===== config.mk =====
export PLATFORM = sky130hd
export DESIGN_NAME = codepoint_to_utf_bytes
export DESIGN_NICKNAME = d
export VERILOG_FILES = /design/src/design/cpenc_pkg.sv /design/src/design/cpenc_front.sv /design/src/design/cpenc_fifo.sv /design/src/design/cpenc_back.sv /design/src/design/codepoint_to_utf_bytes.sv
export SDC_FILE = /design/constraint.sdc
export NUM_CORES = 1
export LEC_CHECK = 0
export BUFFER_PORTS_ARGS = -buffer_cell sky130_fd_sc_hd__buf_4
export CAP_MARGIN = 25
export CORE_UTILIZATION = 45
export CTS_BUF_LIST = sky130_fd_sc_hd__clkbuf_8
export CTS_CLUSTER_DIAMETER = 60
export DETAILED_ROUTE_END_ITERATION = 16
export GPL_ROUTABILITY_DRIVEN = 0
export PLACE_DENSITY = 0.68
export SLEW_MARGIN = 0
export SYNTH_ARGS = -nofsm -noshare
export SYNTH_HDL_FRONTEND = slang
export SYNTH_SLANG_ARGS = --single-unit

===== constraint.sdc =====
create_clock -name clk -period 3.6 [get_ports clk]
set_clock_uncertainty 0.15 [all_clocks]
set_input_delay 0.72 -clock clk [delete_from_list [all_inputs] [get_ports clk]]
set_output_delay 0.72 -clock clk [all_outputs]
set_load 0.02 [all_outputs]

===== src/design/cpenc_pkg.sv =====
// Shared types and constants for the codepoint to UTF byte encoder.
`default_nettype none

package cpenc_pkg;

  typedef enum logic [1:0] {
    MODE_OCTET   = 2'd0,
    MODE_UTF8    = 2'd1,
    MODE_UTF16BE = 2'd2,
    MODE_UTF16LE = 2'd3
  } enc_mode_t;

  localparam int unsigned CP_W = 21;

  // One encoded codepoint: up to four bytes in stream order.
  typedef struct packed {
    logic [3:0][7:0] bytes;
    logic [1:0]      last_idx;
    logic            err;
  } enc_entry_t;

endpackage

`default_nettype wire


===== src/design/cpenc_front.sv =====
// Front end: mode register, input handshake and codepoint classification.
`default_nettype none

module cpenc_front (
  input  wire logic                      clk,
  input  wire logic                      rst_n,
  input  wire logic                      cfg_valid,
  input  wire logic [1:0]                cfg_encoding_mode,
  input  wire logic                      in_valid,
  input  wire logic [cpenc_pkg::CP_W-1:0] in_codepoint,
  output logic                           in_stall,
  input  wire logic                      q_full,
  output logic                           q_push,
  output cpenc_pkg::enc_entry_t          q_entry
);
  import cpenc_pkg::*;

  enc_mode_t       mode_r;
  logic [CP_W-1:0] u;
  logic [CP_W-1:0] diff;
  logic [19:0]     v;
  logic            little;

  always_ff @(posedge clk) begin
    if (!rst_n) begin
      mode_r <= MODE_UTF8;
    end else if (cfg_valid) begin
      mode_r <= enc_mode_t'(cfg_encoding_mode);
    end
  end

  assign in_stall = q_full;
  assign q_push   = in_valid && !q_full;

  assign u      = in_codepoint;
  assign diff   = u - CP_W'(21'h10000);
  assign v      = diff[19:0];
  assign little = (mode_r == MODE_UTF16LE);

  always_comb begin
    q_entry = '0;
    unique case (mode_r)
      MODE_OCTET: begin
        q_entry.bytes[0] = u[7:0];
        q_entry.err      = (u[CP_W-1:8] != '0);
        q_entry.last_idx = 2'd0;
      end
      MODE_UTF8: begin
        priority if (u <= CP_W'(21'h7F)) begin
          q_entry.bytes[0] = u[7:0];
          q_entry.last_idx = 2'd0;
        end else if (u <= CP_W'(21'h7FF)) begin
          q_entry.bytes[0] = 8'hC0 | {3'b000, u[10:6]};
          q_entry.bytes[1] = 8'h80 | {2'b00, u[5:0]};
          q_entry.last_idx = 2'd1;
        end else if (u <= CP_W'(21'hFFFF)) begin
          q_entry.bytes[0] = 8'hE0 | {4'b0000, u[15:12]};
          q_entry.bytes[1] = 8'h80 | {2'b00, u[11:6]};
          q_entry.bytes[2] = 8'h80 | {2'b00, u[5:0]};
          q_entry.last_idx = 2'd2;
        end else begin
          q_entry.bytes[0] = 8'hF0 | {5'b00000, u[20:18]};
          q_entry.bytes[1] = 8'h80 | {2'b00, u[17:12]};
          q_entry.bytes[2] = 8'h80 | {2'b00, u[11:6]};
          q_entry.bytes[3] = 8'h80 | {2'b00, u[5:0]};
          q_entry.last_idx = 2'd3;
        end
      end
      MODE_UTF16BE, MODE_UTF16LE: begin
        if (u <= CP_W'(21'hFFFF)) begin
          q_entry.bytes[0] = little ? u[7:0]  : u[15:8];
          q_entry.bytes[1] = little ? u[15:8] : u[7:0];
          q_entry.last_idx = 2'd1;
        end else begin
          // surrogate pair; bit 20 of the offset value is dropped
          q_entry.bytes[0] = little ? v[17:10] : (8'hD8 | {6'd0, v[19:18]});
          q_entry.bytes[1] = little ? (8'hD8 | {6'd0, v[19:18]}) : v[17:10];
          q_entry.bytes[2] = little ? v[7:0] : (8'hDC | {6'd0, v[9:8]});
          q_entry.bytes[3] = little ? (8'hDC | {6'd0, v[9:8]}) : v[7:0];
          q_entry.last_idx = 2'd3;
        end
      end
      default: begin
        q_entry = '0;
      end
    endcase
  end

endmodule

`default_nettype wire


===== src/design/cpenc_fifo.sv =====
// Short queue of encoded entries between front and back end.
`default_nettype none

module cpenc_fifo #(
  parameter int unsigned DEPTH = 2
) (
  input  wire logic                  clk,
  input  wire logic                  rst_n,
  input  wire logic                  push,
  input  cpenc_pkg::enc_entry_t      push_entry,
  output logic                       full,
  input  wire logic                  pop,
  output logic                       head_valid,
  output cpenc_pkg::enc_entry_t      head
);
  import cpenc_pkg::*;

  localparam int unsigned PW = (DEPTH > 1) ? $clog2(DEPTH) : 1;
  localparam int unsigned CW = $clog2(DEPTH + 1);

  enc_entry_t          mem_r [DEPTH];
  logic [PW-1:0]       wr_ptr_r;
  logic [PW-1:0]       rd_ptr_r;
  logic [CW-1:0]       count_r;
  logic [CW-1:0]       count_nxt;

  assign full       = (count_r == CW'(DEPTH));
  assign head_valid = (count_r != '0);
  assign head       = mem_r[rd_ptr_r];

  always_comb begin
    count_nxt = count_r;
    if (push && !pop) begin
      count_nxt = count_r + 1'b1;
    end else if (pop && !push) begin
      count_nxt = count_r - 1'b1;
    end
  end

  always_ff @(posedge clk) begin
    if (push) begin
      mem_r[wr_ptr_r] <= push_entry;
    end
  end

  always_ff @(posedge clk) begin
    if (!rst_n) begin
      wr_ptr_r <= '0;
      rd_ptr_r <= '0;
      count_r  <= '0;
    end else begin
      count_r <= count_nxt;
      if (push) begin
        wr_ptr_r <= (wr_ptr_r == PW'(DEPTH - 1)) ? '0 : wr_ptr_r + 1'b1;
      end
      if (pop) begin
        rd_ptr_r <= (rd_ptr_r == PW'(DEPTH - 1)) ? '0 : rd_ptr_r + 1'b1;
      end
    end
  end

  a_no_overflow: assert property (@(posedge clk) disable iff (!rst_n)
    (push && full) |-> pop)
    else $error("queue pushed while full");

  a_no_underflow: assert property (@(posedge clk) disable iff (!rst_n)
    pop |-> head_valid)
    else $error("queue popped while empty");

endmodule

`default_nettype wire


===== src/design/cpenc_back.sv =====
// Back end: walks the head entry one byte per beat into the output register.
`default_nettype none

module cpenc_back (
  input  wire logic                  clk,
  input  wire logic                  rst_n,
  input  wire logic                  head_valid,
  input  cpenc_pkg::enc_entry_t      head,
  output logic                       pop,
  output logic                       out_valid,
  input  wire logic                  out_stall,
  output logic [7:0]                 out_byte,
  output logic [1:0]                 out_byte_index,
  output logic                       out_last_byte,
  output logic                       out_range_error
);
  import cpenc_pkg::*;

  logic [1:0] k_r;
  logic       out_valid_r;
  logic [7:0] out_byte_r;
  logic [1:0] out_idx_r;
  logic       out_last_r;
  logic       out_err_r;
  logic       slot_free;
  logic       load;
  logic       is_last;

  assign slot_free = !out_valid_r || !out_stall;
  assign load      = head_valid && slot_free;
  assign is_last   = (k_r == head.last_idx);
  assign pop       = load && is_last;

  always_ff @(posedge clk) begin
    if (!rst_n) begin
      k_r         <= '0;
      out_valid_r <= 1'b0;
    end else begin
      if (slot_free) begin
        out_valid_r <= head_valid;
      end
      if (load) begin
        k_r <= is_last ? 2'd0 : k_r + 2'd1;
      end
    end
  end

  always_ff @(posedge clk) begin
    if (load) begin
      out_byte_r <= head.bytes[k_r];
      out_idx_r  <= k_r;
      out_last_r <= is_last;
      out_err_r  <= head.err;
    end
  end

  assign out_valid       = out_valid_r;
  assign out_byte        = out_byte_r;
  assign out_byte_index  = out_idx_r;
  assign out_last_byte   = out_last_r;
  assign out_range_error = out_err_r;

  // mid-entry the head must stay in the queue
  a_head_held: assert property (@(posedge clk) disable iff (!rst_n)
    (k_r != 2'd0) |-> head_valid)
    else $error("head entry lost in the middle of a codepoint");

  a_err_single: assert property (@(posedge clk) disable iff (!rst_n)
    (out_valid_r && out_err_r) |-> (out_last_r && out_idx_r == 2'd0))
    else $error("range error on a multi-byte encoding");

endmodule

`default_nettype wire


===== src/design/codepoint_to_utf_bytes.sv =====
// Top level of the codepoint to UTF-8 / UTF-16 / octet byte encoder.
//
//   channel  direction  handshake            payload
//   in_      input      in_valid / in_stall  in_codepoint[20:0]
//   out_     output     out_valid / out_stall out_byte, out_byte_index,
//                                              out_last_byte, out_range_error
//   cfg_     input      cfg_valid / cfg_ready cfg_encoding_mode[1:0]
//
// One output beat per cycle while the queue holds data and out_stall is low;
// a codepoint gives 1 to 4 bytes, which the back end emits one per beat.
// The front end classifies a codepoint in the cycle it is accepted and drops
// it in a QUEUE_DEPTH-entry queue; input stalls only when that queue is full.
// The first byte of a codepoint passes the queue, then the output register, to out_.
// Synchronous active-low reset empties the queue and output register and sets
// the mode to UTF-8. cfg_ready is always high.
`default_nettype none

module codepoint_to_utf_bytes #(
  parameter int unsigned QUEUE_DEPTH = 2
) (
  input  wire logic                      clk,
  input  wire logic                      rst_n,
  input  wire logic                      cfg_valid,
  output logic                           cfg_ready,
  input  wire logic [1:0]                cfg_encoding_mode,
  input  wire logic                      in_valid,
  output logic                           in_stall,
  input  wire logic [cpenc_pkg::CP_W-1:0] in_codepoint,
  output logic                           out_valid,
  input  wire logic                      out_stall,
  output logic [7:0]                     out_byte,
  output logic [1:0]                     out_byte_index,
  output logic                           out_last_byte,
  output logic                           out_range_error
);
  import cpenc_pkg::*;

  enc_entry_t q_entry;
  enc_entry_t q_head;
  logic       q_push;
  logic       q_full;
  logic       q_pop;
  logic       q_head_valid;

  // the user must issue mode writes only while idle (the block does not enforce it); they are always taken
  assign cfg_ready = 1'b1;

  cpenc_front u_front (
    .clk               (clk),
    .rst_n             (rst_n),
    .cfg_valid         (cfg_valid),
    .cfg_encoding_mode (cfg_encoding_mode),
    .in_valid          (in_valid),
    .in_codepoint      (in_codepoint),
    .in_stall          (in_stall),
    .q_full            (q_full),
    .q_push            (q_push),
    .q_entry           (q_entry)
  );

  cpenc_fifo #(
    .DEPTH (QUEUE_DEPTH)
  ) u_fifo (
    .clk        (clk),
    .rst_n      (rst_n),
    .push       (q_push),
    .push_entry (q_entry),
    .full       (q_full),
    .pop        (q_pop),
    .head_valid (q_head_valid),
    .head       (q_head)
  );

  // back end owns the output register, so out_valid is registered and does not depend combinationally on out_stall
  cpenc_back u_back (
    .clk             (clk),
    .rst_n           (rst_n),
    .head_valid      (q_head_valid),
    .head            (q_head),
    .pop             (q_pop),
    .out_valid       (out_valid),
    .out_stall       (out_stall),
    .out_byte        (out_byte),
    .out_byte_index  (out_byte_index),
    .out_last_byte   (out_last_byte),
    .out_range_error (out_range_error)
  );

endmodule

`default_nettype wire


==> key figures <==
Min path
  – Worst hold-check path type: register to register
  – Min-delay src: u_back.out_valid
  – Number of cells on the worst hold path: 2
  – End point of the worst hold path: u_back.out_valid

Logic synthesis
  – Synthesized area divided by synthesized cell count: 12.8 sq um
  – Syn_nets: 412
  – Cell accounting for the most synthesized area: edfxtp_1
  – Count of cell types in the netlist: 74
  – Register bit count reported by yosys: 92
  – Flip-flop cell with the highest count after synthesis: edfxtp_1
  – Biggest area contributors in the synthesized netlist: edfxtp_1 51%, mux4_2 7.4%, dfxtp_1 4.1%, mux2_2 2.8%, a21oi_1 2.2%
  – Post-synth design cell area: 0.00486 sq mm
  – Post-synthesis sequential area ratio: 54.8%
  – Post-synth EDFFs: 82
  – Share of the synthesized area in the top cell type: 50.7%
  – Cells after synthesis: 381
  – Synth async-reset ratio: 0%
  – Count of synthesis-stage warnings from yosys: 0

Die
  – Core area: 0.0104 sq mm
  – Die Span X: 106 microns
  – Height of the die: 106 microns
  – FP Rows: 37
  – Die Area: 0.0112 sq mm
  – Count of pins on the block boundary: 43
  – Effective utilization at floorplan: 46.6%

Timing
  – Final Critical Period: 3.02 ns
  – Worst Tran Pin Value: 0.671 ns
  – TNS Setup: 0 ns
  – Final period util: 84.0%
  – Max-slew violation count: 0
  – Worst slew slack as a fraction of its limit: 55.2%
  – Setup violation total in the final timing report: 0
  – Unrepaired setup endpoints after global routing: no
  – FMAX: 331 MHz
  – Final hold violation count: 0
  – Final Worst Setup Slack: 0.576 ns

Setup path
  – Worst setup path category: primary input to register
  – Max stage delay cell, worst path: or4b_4
  – CP Data Required Time: 3.55 ns
  – Arrival time of data at the critical path endpoint: 2.98 ns
  – Crit start category: primary input
  – Largest fanout on the critical path: 14
  – Sort of element at the end of the critical path: register
  – Source of the critical timing path: in_codepoint[16]
  – CP Cell Sequence: buf_4 -> inv_1 -> ha_1 -> or4b_4 -> nor4_4 -> a22oi_2 -> and3_1 -> a22oi_1 -> o22ai_1
  – Worst reg-to-reg setup slack: 1.10 ns
  – Crit-path max cell delay: 0.51 ns
  – Capture point of the worst reg-to-reg path: u_fifo.count_r[1]
  – Count of cells along the worst register-to-register path: 7

Placement
  – Detailed Place HPWL: 7.59 mm
  – Port Buf Inserts: 41
  – DP Worst Slack: 0.256 ns
  – Instance area after placement: 0.00530 sq mm

Clocking
  – Clock latency of the later-clocked register in the worst-skew pair: 0.37 ns
  – Clock buffers created by TritonCTS: 9
  – Clk sink count: 92
  – Clock Tree Root: clkbuf_8
  – Clock-pin transition on the worst setup and hold timing paths: 0.08 ns
  – Max clock buf depth: 2
  – Clock tree from TritonCTS: built
  – Number of H-tree levels: 3
  – Hold bufs inserted after CTS: 0
  – Post-CTS sizing: 0
  – Number of post-CTS setup repair buffers: 0

Drt
  – Drt pass-1 iters: 5
  – Wirelength per Cell: 19.6 microns
  – Post-DR vias/cell: 6.13
  – Routed via count: 3432
  – Routed Antenna Nets: 0
  – Number of DRC markers in iteration 0: 264
  – Drt drc: 0
  – Drt total wl: 11.0 mm

Global route
  – Number of antenna violations at the first check in global routing: 0
  – Global-route congestion overflow total: 0
  – Global-route usage over all layers: 20.9%
  – Wire length of the first global-routing pass: 17.7 mm
  – Number of global-route vias before repair: 3316
  – Pin count of the biggest net entering global routing: 37

Power and ir drop
  – Worst vdd ir: 0.329 mV
  – Static Leak: 1.96 nW
  – PD cells: 599 mW/mm^2
  – Total power consumption of the routed design: 3.31 mW

Cells and area
  – Ant. Diodes: 0
  – Share of layout cells above drive strength 1: 26.2%
  – Area growth, synth to finish: 13.9%
  – Fin area: 0.00553 sq mm
  – Number of nets in the layout: 450

Run status
  – Run status: finished clean

Flow run
  – # Max-Cap Violations: 0
synthesized netlist by cell type, types with 4 or more instances:
cell type and n:
a21oi_1 21, a22oi_1 6, and2_1 5, and3_1 5, buf_2 6, buf_4 4
clkbuf_1 12, dfxtp_1 10, edfxtp_1 82, inv_1 10, mux2_2 12, mux2i_1 10
mux4_2 16, nand2_1 21, nand2b_1 7, nand3_1 7, nor2_1 18, nor2b_1 6
nor3_1 8, o211ai_1 5, o21ai_0 20, o2bb2ai_1 6, o32ai_1 5, xnor2_1 5
critical path, delay by kind of cell:
family                     cells  cell delay (ns)
and+or+nand+nor                3             1.19
adders and majority gates      1             0.18
buffers and inverters          2             0.24
AOI/OAI and AO/OA              3             0.65
layout make-up:
cell class              instances  area, sq um
inverters                      11         41.3
flip-flops and latches         92         2660
clock buffers                   9          124
repair buffers                 52          390
multi-input cells             253         2030
fillers                       873         4880
well taps                     136          170
clock inverters                 7          115
per-stage QoR:
step | utilization (%) | instances | hold slack [ns]
floorplan | - | 381 | 0.299
global placement | 50.8 | 544 | 0.326
detailed placement | 50.8 | 544 | 0.333
CTS | 53.1 | 560 | 0.346
global route | 53.1 | 560 | 0.378
finish | 53.1 | 560 | 0.340
power breakdown:
group / internal, mW / leakage [nW] / total [mW] / switching (mW)
sequential: 1.47 / 0.847 / 1.55 / 0.0797
clock: 0.460 / 0.121 / 0.821 / 0.361
combinational: 0.421 / 0.988 / 0.946 / 0.524
registers in the layout (all words and copies together), names as in the netlist, named ones only:
signal / flops
u_back.out_byte_index: 2
u_fifo.count_r: 2
u_back.k_r: 2
u_fifo.wr_ptr_r: 1
u_fifo.rd_ptr_r: 1
u_fifo.mem_r: 70
u_back.out_valid: 1
u_back.out_range_error: 1
u_back.out_last_byte: 1
u_back.out_byte: 8
u_front.mode_r: 2
kinds of logic after synthesis:
family          count (synthesis)  synth area share, %
flops                          92                 54.8
fa+ha+maj                       3                0.773
buf+inv                        36                 3.55
other cells                     1               0.0772
mux                            38                 12.3
compound gates                106                 15.9
xor+xnor                        7                 1.26
simple gates                   98                 11.4
layout by cell type (no fill, tap or decap), types with 11 or more instances in the layout:
master	n
edfxtp_1	82
buf_4	52
nand2_1	21
a21oi_1	21
o21ai_0	20
nor2_1	17
mux4_2	16
mux2_2	12
inv_1	11
layer usage:
layer	GRT usage [%]	part of all wire, %	up-vias	wire (microns)
met5	0	0	-	0
met4	11.2	3.3	0	365
met3	3.00	8.2	34	905
met2	31.4	46	193	5000
met1	29.3	43	1621	4710
li1	-	-	1584	-
worst max path at each step:
stage / end / slack [ns] / depth (start not counted)
floorplan: u_fifo.mem_r[0][8] / 0.68 / 8
global placement: u_fifo.mem_r[0][19] / 0.30 / 7
detailed placement: u_fifo.mem_r[0][22] / 0.26 / 9
CTS: u_fifo.mem_r[1][22] / 0.65 / 9
global route: u_fifo.mem_r[1][23] / 0.42 / 9
finish: u_fifo.mem_r[1][22] / 0.58 / 9
Note: power is estimated with default switching activity, not from simulation.
